$ cat src/hw/rtl/tdfa_pkg.sv
// Types, constants and codes of the table driven automaton acceptor.
package tdfa_pkg;

    // Field widths of the words on the streams.
    localparam int STATE_W     = 4;
    localparam int SYM_W       = 8;
    localparam int IDX_W       = 5;
    localparam int MASK_W      = 16;
    localparam int CMD_W       = 2;
    localparam int STATUS_W    = 2;
    localparam int IN_TDATA_W  = 24;
    localparam int OUT_TDATA_W = 8;
    localparam int CFG_IDX_W   = 1;
    localparam int CFG_DATA_W  = 16;

    // States at or above this count are never accepting.
    localparam int NUM_STATES = 16;

    // Default number of table slots.
    localparam int NUM_ENTRIES_DEF = 32;

    // Configuration register indexes.
    localparam logic [CFG_IDX_W-1:0] CFG_START_STATE = 1'b0;
    localparam logic [CFG_IDX_W-1:0] CFG_ACCEPT_MASK = 1'b1;

    typedef enum logic [CMD_W-1:0] {
        CMD_WRITE  = 2'd0,
        CMD_SYMBOL = 2'd1,
        CMD_END    = 2'd2
    } cmd_t;

    typedef enum logic [STATUS_W-1:0] {
        STAT_ACCEPT   = 2'd0,
        STAT_NO_MATCH = 2'd1,
        STAT_REJECT   = 2'd2
    } status_t;

    typedef enum logic [1:0] {
        FSM_IDLE,
        FSM_SCAN,
        FSM_REPORT
    } fsm_t;

    // Stored part of one transition entry; the valid flag lives in flip-flops.
    typedef struct packed {
        logic [STATE_W-1:0] from_state;
        logic [STATE_W-1:0] next_state;
        logic [SYM_W-1:0]   sym;
    } entry_t;

    localparam int ENTRY_W = $bits(entry_t);

    // Request to the shared match unit.
    typedef struct packed {
        entry_t             entry;
        logic               entry_valid;
        logic [STATE_W-1:0] cur_state;
        logic [SYM_W-1:0]   sym;
    } match_req_t;

    // Answer of the shared match unit.
    typedef struct packed {
        logic               hit;
        logic [STATE_W-1:0] next_state;
    } match_rsp_t;

endpackage

$ cat src/hw/rtl/tdfa_ram.sv
// Generic single write port, single read port RAM with registered read data.
module tdfa_ram #(
    parameter int WIDTH = 16,
    parameter int DEPTH = 32,
    localparam int AW = (DEPTH > 1) ? $clog2(DEPTH) : 1
) (
    input  logic             clk,
    input  logic             we,
    input  logic [AW-1:0]    waddr,
    input  logic [WIDTH-1:0] wdata,
    input  logic [AW-1:0]    raddr,
    output logic [WIDTH-1:0] rdata
);

    logic [WIDTH-1:0] mem [DEPTH];
    logic [WIDTH-1:0] rdata_reg;

    // Write port and registered read port.
    always_ff @(posedge clk)
    begin
        if (we)
        begin
            mem[waddr] <= wdata;
        end
        rdata_reg <= mem[raddr];
    end

    assign rdata = rdata_reg;

endmodule

$ cat src/hw/rtl/tdfa_match.sv
// Shared compare unit: checks one table entry against the current state and symbol.
module tdfa_match (
    input  tdfa_pkg::match_req_t req,
    output tdfa_pkg::match_rsp_t rsp
);

    // An entry matches when it is enabled and both keys are equal.
    always_comb
    begin
        rsp.hit        = req.entry_valid
                         && (req.entry.from_state == req.cur_state)
                         && (req.entry.sym == req.sym);
        rsp.next_state = req.entry.next_state;
    end

endmodule

$ cat src/hw/rtl/table_driven_dfa_acceptor.sv
// Table write: written in the cycle it is taken. Symbol: a scan of the table, one slot
// per cycle through one read port and one compare unit, until a slot matches or the
// last slot is compared; a failed sequence skips the scan. End of sequence: the
// result word loads the output register once that register is free after the last
// symbol's work. Reset clears all slot valid flags, the registers and the sequence
// state at once; no clearing pass is needed.
module table_driven_dfa_acceptor #(
    parameter int NUM_ENTRIES = tdfa_pkg::NUM_ENTRIES_DEF
) (
    input  logic                                clk,
    input  logic                                rst_n,
    // Input words.
    input  logic                                s_axis_tvalid,
    output logic                                s_axis_tready,
    // [4:0] entry_index, [8:5] entry_from_state, [12:9] entry_next_state,
    // [13] entry_valid, [21:14] symbol_type, [23:22] zero
    input  logic [tdfa_pkg::IN_TDATA_W-1:0]     s_axis_tdata,
    // [1:0] command
    input  logic [tdfa_pkg::CMD_W-1:0]          s_axis_tuser,
    input  logic                                s_axis_tlast,
    // Result words.
    output logic                                m_axis_tvalid,
    input  logic                                m_axis_tready,
    // [1:0] status, [5:2] end_state, [7:6] zero
    output logic [tdfa_pkg::OUT_TDATA_W-1:0]    m_axis_tdata,
    // Configuration writes.
    input  logic                                cfg_valid,
    output logic                                cfg_ready,
    input  logic [tdfa_pkg::CFG_IDX_W-1:0]      cfg_index,
    input  logic [tdfa_pkg::CFG_DATA_W-1:0]     cfg_data
);

    localparam int AW = (NUM_ENTRIES > 1) ? $clog2(NUM_ENTRIES) : 1;
    localparam logic [AW-1:0] LAST_SLOT = AW'(NUM_ENTRIES - 1);

    // Unpacked input fields.
    tdfa_pkg::cmd_t                    in_cmd;
    logic [tdfa_pkg::IDX_W-1:0]        in_idx;
    logic [tdfa_pkg::STATE_W-1:0]      in_from;
    logic [tdfa_pkg::STATE_W-1:0]      in_next;
    logic                              in_valid_bit;
    logic [tdfa_pkg::SYM_W-1:0]        in_sym;
    logic                              in_accept;

    // Control and sequence registers.
    tdfa_pkg::fsm_t                    fsm_reg, fsm_next;
    logic [tdfa_pkg::STATE_W-1:0]      start_reg, start_next;
    logic [tdfa_pkg::MASK_W-1:0]       mask_reg, mask_next;
    logic [tdfa_pkg::STATE_W-1:0]      cur_reg, cur_next;
    logic                              in_seq_reg, in_seq_next;
    logic                              failed_reg, failed_next;
    logic [tdfa_pkg::SYM_W-1:0]        sym_reg, sym_next;
    logic                              last_reg, last_next;
    logic [NUM_ENTRIES-1:0]            valid_reg, valid_next;
    logic [AW-1:0]                     issue_ptr_reg, issue_ptr_next;
    logic [AW-1:0]                     cmp_ptr_reg, cmp_ptr_next;
    logic                              data_ok_reg, data_ok_next;
    logic                              out_valid_reg, out_valid_next;
    tdfa_pkg::status_t                 out_status_reg, out_status_next;
    logic [tdfa_pkg::STATE_W-1:0]      out_end_reg, out_end_next;

    // Table memory and compare unit signals.
    logic                              ram_we;
    tdfa_pkg::entry_t                  ram_wdata;
    tdfa_pkg::entry_t                  ram_rdata;
    logic [tdfa_pkg::ENTRY_W-1:0]      ram_rdata_bits;
    tdfa_pkg::match_req_t              mreq;
    tdfa_pkg::match_rsp_t              mrsp;

    // Sequence opening values and result status.
    logic [tdfa_pkg::STATE_W-1:0]      open_cur;
    logic                              open_failed;
    logic                              cur_accepting;
    logic                              slot_in_range;

    assign in_cmd       = tdfa_pkg::cmd_t'(s_axis_tuser);
    assign in_idx       = s_axis_tdata[4:0];
    assign in_from      = s_axis_tdata[8:5];
    assign in_next      = s_axis_tdata[12:9];
    assign in_valid_bit = s_axis_tdata[13];
    assign in_sym       = s_axis_tdata[21:14];

    assign s_axis_tready = (fsm_reg == tdfa_pkg::FSM_IDLE);
    assign in_accept     = s_axis_tvalid && s_axis_tready;
    assign cfg_ready     = 1'b1;

    assign m_axis_tvalid = out_valid_reg;
    assign m_axis_tdata  = {2'b00, out_end_reg, out_status_reg};

    assign slot_in_range = (32'(in_idx) < NUM_ENTRIES);
    assign open_cur      = in_seq_reg ? cur_reg : start_reg;
    assign open_failed   = in_seq_reg ? failed_reg : 1'b0;
    assign cur_accepting = (32'(cur_reg) < tdfa_pkg::NUM_STATES) && mask_reg[cur_reg];

    // Table write port.
    assign ram_we = in_accept && (in_cmd == tdfa_pkg::CMD_WRITE) && slot_in_range;
    always_comb
    begin
        ram_wdata.from_state = in_from;
        ram_wdata.next_state = in_next;
        ram_wdata.sym        = in_sym;
    end

    tdfa_ram #(
        .WIDTH (tdfa_pkg::ENTRY_W),
        .DEPTH (NUM_ENTRIES)
    ) u_table (
        .clk   (clk),
        .we    (ram_we),
        .waddr (AW'(in_idx)),
        .wdata (ram_wdata),
        .raddr (issue_ptr_reg),
        .rdata (ram_rdata_bits)
    );

    assign ram_rdata = tdfa_pkg::entry_t'(ram_rdata_bits);

    // The compare unit sees the slot that was read in the previous cycle.
    always_comb
    begin
        mreq.entry       = ram_rdata;
        mreq.entry_valid = valid_reg[cmp_ptr_reg];
        mreq.cur_state   = cur_reg;
        mreq.sym         = sym_reg;
    end

    tdfa_match u_match (
        .req (mreq),
        .rsp (mrsp)
    );

    // State register and all control registers.
    always_ff @(posedge clk or negedge rst_n)
    begin
        if (!rst_n)
        begin
            fsm_reg        <= tdfa_pkg::FSM_IDLE;
            start_reg      <= '0;
            mask_reg       <= '0;
            cur_reg        <= '0;
            in_seq_reg     <= 1'b0;
            failed_reg     <= 1'b0;
            sym_reg        <= '0;
            last_reg       <= 1'b0;
            valid_reg      <= '0;
            issue_ptr_reg  <= '0;
            cmp_ptr_reg    <= '0;
            data_ok_reg    <= 1'b0;
            out_valid_reg  <= 1'b0;
            out_status_reg <= tdfa_pkg::STAT_ACCEPT;
            out_end_reg    <= '0;
        end
        else
        begin
            fsm_reg        <= fsm_next;
            start_reg      <= start_next;
            mask_reg       <= mask_next;
            cur_reg        <= cur_next;
            in_seq_reg     <= in_seq_next;
            failed_reg     <= failed_next;
            sym_reg        <= sym_next;
            last_reg       <= last_next;
            valid_reg      <= valid_next;
            issue_ptr_reg  <= issue_ptr_next;
            cmp_ptr_reg    <= cmp_ptr_next;
            data_ok_reg    <= data_ok_next;
            out_valid_reg  <= out_valid_next;
            out_status_reg <= out_status_next;
            out_end_reg    <= out_end_next;
        end
    end

    // Sequencer: next state and register updates.
    always_comb
    begin
        fsm_next        = fsm_reg;
        start_next      = start_reg;
        mask_next       = mask_reg;
        cur_next        = cur_reg;
        in_seq_next     = in_seq_reg;
        failed_next     = failed_reg;
        sym_next        = sym_reg;
        last_next       = last_reg;
        valid_next      = valid_reg;
        issue_ptr_next  = issue_ptr_reg;
        cmp_ptr_next    = cmp_ptr_reg;
        data_ok_next    = data_ok_reg;
        out_valid_next  = out_valid_reg;
        out_status_next = out_status_reg;
        out_end_next    = out_end_reg;

        // The result word leaves when the sink takes it.
        if (out_valid_reg && m_axis_tready)
        begin
            out_valid_next = 1'b0;
        end

        // Configuration writes are taken in any cycle.
        if (cfg_valid && cfg_ready)
        begin
            case (cfg_index)
                tdfa_pkg::CFG_START_STATE: start_next = cfg_data[tdfa_pkg::STATE_W-1:0];
                tdfa_pkg::CFG_ACCEPT_MASK: mask_next  = cfg_data[tdfa_pkg::MASK_W-1:0];
                default: ;
            endcase
        end

        case (fsm_reg)
            tdfa_pkg::FSM_IDLE:
            begin
                if (in_accept)
                begin
                    case (in_cmd)
                        tdfa_pkg::CMD_WRITE:
                        begin
                            if (slot_in_range)
                            begin
                                valid_next[AW'(in_idx)] = in_valid_bit;
                            end
                        end
                        tdfa_pkg::CMD_SYMBOL:
                        begin
                            in_seq_next = 1'b1;
                            cur_next    = open_cur;
                            failed_next = open_failed;
                            sym_next    = in_sym;
                            last_next   = s_axis_tlast;
                            if (!open_failed)
                            begin
                                // Start the slot scan at slot zero.
                                issue_ptr_next = '0;
                                data_ok_next   = 1'b0;
                                fsm_next       = tdfa_pkg::FSM_SCAN;
                            end
                            else if (s_axis_tlast)
                            begin
                                fsm_next = tdfa_pkg::FSM_REPORT;
                            end
                        end
                        tdfa_pkg::CMD_END:
                        begin
                            in_seq_next = 1'b1;
                            cur_next    = open_cur;
                            failed_next = open_failed;
                            fsm_next    = tdfa_pkg::FSM_REPORT;
                        end
                        default: ;
                    endcase
                end
            end

            tdfa_pkg::FSM_SCAN:
            begin
                // Issue the next read while comparing the slot read before.
                issue_ptr_next = issue_ptr_reg + AW'(1);
                cmp_ptr_next   = issue_ptr_reg;
                data_ok_next   = 1'b1;
                if (data_ok_reg && (mrsp.hit || (cmp_ptr_reg == LAST_SLOT)))
                begin
                    if (mrsp.hit)
                    begin
                        cur_next = mrsp.next_state;
                    end
                    else
                    begin
                        failed_next = 1'b1;
                    end
                    fsm_next = last_reg ? tdfa_pkg::FSM_REPORT : tdfa_pkg::FSM_IDLE;
                end
            end

            tdfa_pkg::FSM_REPORT:
            begin
                // Load the result word once the output register is free.
                if (!out_valid_reg || m_axis_tready)
                begin
                    out_valid_next = 1'b1;
                    out_end_next   = cur_reg;
                    if (failed_reg)
                    begin
                        out_status_next = tdfa_pkg::STAT_NO_MATCH;
                    end
                    else if (cur_accepting)
                    begin
                        out_status_next = tdfa_pkg::STAT_ACCEPT;
                    end
                    else
                    begin
                        out_status_next = tdfa_pkg::STAT_REJECT;
                    end
                    in_seq_next = 1'b0;
                    failed_next = 1'b0;
                    fsm_next    = tdfa_pkg::FSM_IDLE;
                end
            end

            default:
            begin
                fsm_next = tdfa_pkg::FSM_IDLE;
            end
        endcase
    end

endmodule

$ cat config.mk
export PLATFORM = sky130hd
export DESIGN_NAME = table_driven_dfa_acceptor
export DESIGN_NICKNAME = d
export VERILOG_FILES = /design/src/hw/rtl/tdfa_pkg.sv /design/src/hw/rtl/tdfa_ram.sv /design/src/hw/rtl/tdfa_match.sv /design/src/hw/rtl/table_driven_dfa_acceptor.sv
export SDC_FILE = /design/constraint.sdc
export NUM_CORES = 1
export LEC_CHECK = 0
export BUFFER_PORTS_ARGS = -buffer_cell sky130_fd_sc_hd__buf_2
export CORE_AREA = 2 2 168 335
export DETAILED_ROUTE_END_ITERATION = 10
export DIE_AREA = 0 0 170 337
export GPL_TIMING_DRIVEN = 0
export MAX_ROUTING_LAYER = met4
export PLACE_DENSITY = 0.71
export SLEW_MARGIN = 30
export SYNTH_ARGS = -nofsm -noshare
export SYNTH_HDL_FRONTEND = slang
export SYNTH_SLANG_ARGS = --single-unit
$ cat constraint.sdc
create_clock -name clk -period 3.3 [get_ports clk]
set_clock_uncertainty 0.05 [all_clocks]
set_input_delay 0.66 -clock clk [delete_from_list [all_inputs] [get_ports clk]]
set_output_delay 0.66 -clock clk [all_outputs]
set_load 0.005 [all_outputs]
==> metrics <==
sequential area share after synthesis=0.7300; HP Class=in -> reg; Leakage=9.046 nW; Cell Area, Synth=0.02448 mm^2; min Tclk post-route=about 3300 ps; clock root cell=clkbuf_16; CTS Sinks=615; CP required=3660 ps; setup TNS=-11.89 ps; failing checks=setup timing; starting density of the core=0.4455; critical path class=reg -> reg; PortBufs=54; Clock transition at path regs=60 ps; gr ovfl total=0; Arr. time, crit path=3670 ps; # H-tree levels=2; core area=~0.055 mm^2; part of the cycle the worst path needs=1.004; DR vias/cell=5.848; register bit total from synthesis=about 620; antenna-violating nets left=0; commonest non-fill, non-tap cell in the layout=edfxtp_1; number of DRC markers in iteration 0=1337; fin. max-slew vios=0; total CTS buffers=55; WL final=55840 um; number of global-route vias before repair=12845; Syn Inst Count=~1300; Synth cell types=54; final net count=1490; share of layout cells above drive strength 1=0.2750; Setup crit start=issue_ptr_reg[1]; crit path cell chain=clkbuf_1 > nand2b_1 > clkbuf_1 > o22ai_1 > o311ai_1 > o31ai_1; TritonRoute pass-1 iters=5; antenna violations before repair=0; row count=122; power per cell area=703.5 mW/mm^2; VDD IR max=approximately 0.00055 V; Die Wd=between 150 and 200 um; global-route wire length before repair=82690 um; max reg flops=512; # diodes=0; area grow syn2layout=14.17%; I/O pin count=60; top_reg_cell synth=edfxtp_1; largest net degree at the start of global routing=69; Routed WL per cell=25.83 um; worst-skew pair later-pin latency=roughly 610 ps; Slew Limit Headroom=0.3466; Bufs on Longest Clock Path=3; CP Max Fanout=10; GRT Total Usage=0.2032; worst-margin pin slew=980.1 ps; most frequent CP cell=clkbuf_1; FMAX=approximately 0.30 GHz; fin util=0.5087; Die Y=~340 um; vias=12644; Hold Violations, Final=0; Hold Path Origin=cfg_data[4]; final setup margin=-11.89 ps; RR Startpoint=issue_ptr_reg[1]; Post-synth EDFFs=512; crit end category=flip-flop; routability cong.=0.9084; drt drc=0; synth warn=0; Worst path slowest cell=o311ai_1; commonest cells after routing, fill and taps aside=edfxtp_1, mux2_2, mux2i_1; Async SR Flop Fraction=0.1415; TritonCTS clock tree=yes; Avg Inst Size Synth=between 15 and 20 um^2; Post-DP HPWL=36260 um; unrepaired setup endpoints after global routing=false; CP Launch Type=flip-flop; Hold WS=~250 ps; Die Area=0.05729 mm^2; # setup viols final=1; status=finished with violations; max_cap viols=0; crit-path max cell delay=between 700 and 800 ps
## worst max-delay path: cells and delay by family, from the launching register on
family	cells	cell delay, ps
simple gates	1	340
compound gates	3	1130
flops	1	580
buf+inv	2	1040
## synth_stat cells, types with 18 or more instances
| cell type | instances | share of area |
|---|---|---|
| mux2i_1 | 98 | 0.040 |
| a21oi_1 | 23 | 0.0047 |
| o221ai_1 | 44 | 0.016 |
| clkbuf_1 | 45 | 0.0069 |
| edfxtp_1 | 512 | 0.63 |
| nand2_1 | 22 | 0.0034 |
| o22ai_1 | 21 | 0.0054 |
| buf_2 | 18 | 0.0037 |
| nor2_1 | 41 | 0.0063 |
| dfrtp_1 | 87 | 0.089 |
| nor2b_1 | 21 | 0.0054 |
| mux4_2 | 86 | 0.079 |
| mux2_2 | 99 | 0.046 |
| o21ai_0 | 21 | 0.0043 |
## metal layers
metal	up-vias	wire, um	GRT usage
met1	6514	23120	0.2731
met2	488	27060	0.3207
met5	-	0	-
li1	5545	-	-
met4	0	2132	0.07820
met3	97	3525	0.02324
## logic make-up after synthesis
family | count (synthesis) | share of synthesized area
buffers and inverters | 85 | 0.01594
multiplexers | 284 | 0.1658
flip-flops | 615 | 0.7300
other | 2 | 0.0003067
XOR/XNOR | 12 | 0.004293
adder cells (fa/ha/maj) | 7 | 0.003577
AND/OR/NAND/NOR | 138 | 0.02964
AO/OA/AOI/OAI | 166 | 0.05049
## stage by stage
stage	total power, mW	worst slack, ps	cell area, um^2	std cells
2_1_floorplan	12.07	535.6	24490	1310
3_3_place_gp	13.36	-685.6	25610	2046
3_5_place_dp	13.43	-126.4	26050	2055
4_1_cts	19.78	16.63	27880	2159
5_1_grt	20.37	9.799	27950	2162
6_report	19.66	-11.89	27950	2162
## worst paths after layout
check / end / slack, ps / depth (start not counted)
worst max-delay path: u_table.rdata[5] / -10 / 6
worst min-delay path: mask_reg[4] / 250 / 2
worst max register to register: u_table.rdata[5] / -10 / 6
worst min register to register: cur_reg[1] / 420 / 2
max in group asynchronous: fsm_reg[1] / 2190 / 3
min in group asynchronous: mask_reg[12] / 430 / 2
## report_power, final
part           total, mW  internal, mW  switching (mW)
clock network       6.40          3.64            2.76
registers           9.01          8.79           0.216
logic               4.26          1.91            2.35
total               19.7          14.3            5.32
## layout make-up
class / count / area (um^2)
buffer: 77 / 372.9
clock buffer: 67 / 1474
tap: 682 / 853.3
inverter: 8 / 30.03
clock inverter: 36 / 332.8
fill: 4394 / 27000
timing repair buffer: 67 / 536.8
sequential: 615 / 17870
multi-input combinational: 610 / 6480
## what timing repair did
item | in CTS | in global routing
endpoints found under the setup margin | 5 | 9
hold buffers | 1 | 0
buffers inserted | 0 | 3
gates resized for setup | 4 | 5
endpoints found under the hold margin | 19 | 0
pin swaps | 0 | 3
Note: power is estimated with default switching activity, not from simulation.
